===== config.mk =====
export PLATFORM = sky130hd
export DESIGN_NAME = lode_lane
export DESIGN_NICKNAME = d
export VERILOG_FILES = /design/src/hw/rtl/lode_pkg.sv /design/src/hw/rtl/lode_lane.sv
export SDC_FILE = /design/constraint.sdc
export NUM_CORES = 1
export LEC_CHECK = 0
export BUFFER_PORTS_ARGS = -buffer_cell sky130_fd_sc_hd__buf_2
export CAP_MARGIN = 0
export CELL_PAD_IN_SITES_DETAIL_PLACEMENT = 1
export CELL_PAD_IN_SITES_GLOBAL_PLACEMENT = 2
export CORE_MARGIN = 2
export CORE_UTILIZATION = 41
export DETAILED_ROUTE_END_ITERATION = 16
export GPL_TIMING_DRIVEN = 1
export PLACE_DENSITY_LB_ADDON = 0.08
export SYNTH_ARGS = -nofsm -noshare
export SYNTH_HDL_FRONTEND = slang
export SYNTH_SLANG_ARGS = --single-unit

===== constraint.sdc =====
create_clock -name vclk -period 7.35
set_input_delay 0 -clock vclk [all_inputs]
set_output_delay 0 -clock vclk [all_outputs]
set_load 0.005 [all_outputs]

===== src/hw/rtl/lode_pkg.sv =====
package lode_pkg;

   // Fixed field widths
   localparam int VAL_W      = 32;   // Q16.16 state values
   localparam int STEP_W     = 16;   // Q0.16 step size
   localparam int COEF_W     = 24;   // Q8.16 normalized coefficients
   localparam int CNT_W      = 16;   // sample counter
   localparam int TIME_W     = 32;   // Q16.16 elapsed time
   localparam int N_IO       = 4;    // values carried on the ports
   localparam int MAX_ORDER  = 6;
   localparam int FRAC_W     = 16;

   // Wide accumulator: six 32x24 products plus negate and rounding
   localparam int SAT_W      = 60;

   localparam int CSR_IDX_W  = 3;
   localparam int CSR_DATA_W = 24;

   localparam logic [STEP_W-1:0] STEP_SIZE_RESET = 16'd655;
   localparam logic [CNT_W-1:0]  RUN_STEPS_RESET = 16'd100;

   typedef enum logic [CSR_IDX_W-1:0] {
      REG_STEP_SIZE = 3'd0,
      REG_RUN_STEPS = 3'd1,
      REG_COEF_0    = 3'd2,
      REG_COEF_1    = 3'd3,
      REG_COEF_2    = 3'd4,
      REG_COEF_3    = 3'd5
   } reg_idx_type;

   typedef enum logic {
      FUNC_LOAD = 1'b0,
      FUNC_STEP = 1'b1
   } func_type;

   // Clamp a wide signed value to signed 32 bit
   function automatic logic signed [VAL_W-1:0] sat_val(input logic signed [SAT_W-1:0] x);
      logic signed [SAT_W-1:0] hi;
      logic signed [SAT_W-1:0] lo;
      hi = {{(SAT_W-VAL_W+1){1'b0}}, {(VAL_W-1){1'b1}}};
      lo = {{(SAT_W-VAL_W+1){1'b1}}, {(VAL_W-1){1'b0}}};
      if (x > hi) begin
         sat_val = {1'b0, {(VAL_W-1){1'b1}}};
      end else if (x < lo) begin
         sat_val = {1'b1, {(VAL_W-1){1'b0}}};
      end else begin
         sat_val = x[VAL_W-1:0];
      end
   endfunction

endpackage


===== src/hw/rtl/lode_lane.sv =====
// One Euler lane: value + upper * step, rounded, floor-shifted, saturated.
module lode_lane (
   input  logic signed [lode_pkg::VAL_W-1:0]  value,
   input  logic signed [lode_pkg::VAL_W-1:0]  upper,
   input  logic        [lode_pkg::STEP_W-1:0] step_size,
   output logic signed [lode_pkg::VAL_W-1:0]  value_next
);

   localparam int SUM_W = lode_pkg::VAL_W + lode_pkg::STEP_W + 2;

   logic signed [SUM_W-1:0] upper_ext;
   logic signed [SUM_W-1:0] step_ext;
   logic signed [SUM_W-1:0] prod;
   logic signed [SUM_W-1:0] value_sh;
   logic signed [SUM_W-1:0] half;
   logic signed [SUM_W-1:0] sum;
   logic signed [SUM_W-1:0] shifted;

   assign upper_ext = $signed({{(SUM_W-lode_pkg::VAL_W){upper[lode_pkg::VAL_W-1]}}, upper});
   assign step_ext  = $signed({{(SUM_W-lode_pkg::STEP_W){1'b0}}, step_size});
   assign prod      = upper_ext * step_ext;
   assign value_sh  = $signed({{(SUM_W-lode_pkg::VAL_W-lode_pkg::FRAC_W){value[lode_pkg::VAL_W-1]}},
                               value, {lode_pkg::FRAC_W{1'b0}}});
   assign half      = $signed({{(SUM_W-lode_pkg::FRAC_W){1'b0}}, 1'b1,
                               {(lode_pkg::FRAC_W-1){1'b0}}});
   assign sum       = value_sh + prod + half;
   assign shifted   = sum >>> lode_pkg::FRAC_W;

   assign value_next = lode_pkg::sat_val(
      $signed({{(lode_pkg::SAT_W-SUM_W){shifted[SUM_W-1]}}, shifted}));

endmodule


==> run_results.csv <==
group,metric,value,unit
place,dp_hpwl,51900,um
global_route,grt_pass1_wl,100000,um
drt,wirelength,61800,um
timing,hold_viol,0,
critical_path,path_max_fanout,25,
timing,finalCriticalPeriod,7010,ps
drt,vias_per_cell,5.01,
cells_and_area,design.seq.count,0,
outcome,status,"finished, final reports clean",
critical_path,endpoint_kind,"output pin",
critical_path,cp-start-kind,"primary input",
die,fp.dieH,224,um
synth,ys_seq_area_share,0,%
place,place.gp.congestion,0.849,
timing,slew_headroom,38.0,%
worst_hold_path,worstHoldStart,"value[31]",
drt,drc,0,
synth,syn-num-nets,3010,
die,start_util,41.5,%
cells_and_area,clock_buffers,0,
synth,yosysWarnings,0,
synth,syn_avg_cell_area,8.72,um^2
critical_path,crit_family,"adder cells",
global_route,grt_max_degree,33,
timing,setup_viol,0,
global_route,overflow,0,
cells_and_area,nets,3072,
synth,synth_top_area_cell,"fa_1",
worst_hold_path,min_path_type,"primary input to output pin",
synth,synth.most_common_cell,"inv_1",
synth,syn_area,0.0198,mm^2
cts,post_cts_buffers,0,
place,port-buffer-count,112,
drt,first_pass_iters,4,
drt,drt_iter0_drc,499,
timing,whs,1270,ps
critical_path,critical_path_arrival,7010,ps
die,core,0.0476,mm^2
critical_path,max_stage_delay,520,ps
synth,yosysTopAreaCellShare,54.4,%
global_route,met1_usage,31.1,%
die,row_count,80,
synth,ys_types,51,
timing,max_freq,143,MHz
die,io_pins,112,
critical_path,cpMostUsedCell,"fa_1",
global_route,grtUsageTotal,26.6,%
global_route,grt_pass1_vias,17800,
timing,finalCritPeriodShare,95.4,%
synth,synthCells,2266,
critical_path,cp.required,7350,ps
drt,ant_nets,0,
cells_and_area,drive_above_1_share,7.22,%
timing,worstMarginPinSlew,930,ps
global_route,met2_usage,51.6,%
die,dieArea,0.0500,mm^2
job,drv_cap,0,
critical_path,critPathBufInv,10,
drt,wire_per_inst,21.0,um
global_route,grt_use_met3,1.09,%
timing,rsz0062_at_grt,"no",
synth,synthTopCellsByArea,"fa_1, inv_1, ha_1",
global_route,antenna_found_initial,1,
synth,synth_common_cells,"inv_1, fa_1, nand2_1, and2_1, ha_1",
critical_path,crit_start,"step_size[7]",
cells_and_area,antenna_cells,0,
critical_path,critPathSlowestCell,"fa_1",
cells_and_area,register_area,0,um^2
drt,num_vias,14700,
timing,maxSlewViolCount,0,
critical_path,critical_path_class,"primary input to output pin",
global_route,grt-busiest-layer,"met2",
die,die_w,224,um
timing,tns,0,ps
cells_and_area,area_growth,6.82,%
metrics by stage:
stage	instances	worst slack (ps)	util, %	instance area, um^2
2_1_floorplan	2266	935	-	19800
3_3_place_gp	2941	271	44.3	21100
3_5_place_dp	2941	165	44.3	21100
4_1_cts	2941	139	44.3	21100
5_1_grt	2941	8.32	44.3	21100
6_report	2941	337	44.3	21100
cell type report:
type | count | area [um^2]
fill | 5658 | 26500
inverter | 716 | 2690
multi-input combinational | 1455 | 16700
tap | 615 | 769
timing repair buffer | 155 | 940
timing repair:
action                                  CTS  global route
gates resized for setup                   0             3
endpoints found under the hold margin     0             0
endpoints found under the setup margin    0             6
hold buffers                              0             0
cells by family after synthesis:
logic type	count (synthesis)	share of synthesized area, %
AO/OA/AOI/OAI	161	5.62
AND/OR/NAND/NOR	587	14.6
XOR/XNOR	41	1.82
buffers and inverters	811	15.4
adder cells (fa/ha/maj)	664	62.4
multiplexers	2	0.120
layer usage:
metal  part of all wire, %  vias up
met5                 0.018        -
met4                   4.2        2
met3                   2.0      103
met2                    55      234
met1                    39     7855
li1                      -     6530
layout by cell type, fill, tap and decap left out, types with 2 or more instances in the layout:
cell type,synthesis,layout
nand4_1,7,7
o22ai_1,26,26
buf_2,5,111
o21ai_0,14,14
fa_1,537,537
nor2b_1,3,3
xnor2_1,23,23
o41ai_2,2,2
buf_4,0,38
or3_1,2,2
inv_1,716,716
buf_12,0,4
nor3_1,3,3
nand2_1,297,297
a21oi_2,3,3
and3_1,2,2
ha_1,127,127
nor2_1,20,19
and4_1,3,3
a21oi_1,41,41
a31oi_1,5,5
xor2_1,18,18
a221oi_2,2,2
and2_1,235,235
a21o_1,29,29
o21ai_1,4,4
o21a_1,6,6
a211oi_1,7,7
o21bai_1,7,7
nor4_1,2,2
nand3_1,7,7
a211o_1,3,3
tightest hold or removal path, cell delays in order:
cell and delay, ps:
buf_2 100, fa_1 200, fa_1 190, xnor2_1 140, xnor2_1 90, xnor2_1 170, buf_4 170, xor2_1 90
buf_2 120
final timing paths:
check,to,cells past startpoint
setup / recovery,value_next[2],26
hold / removal,value_next[31],9
Power is not shown: default switching activity piles up to over one toggle a cycle in this logic, so the estimate is an artifact.
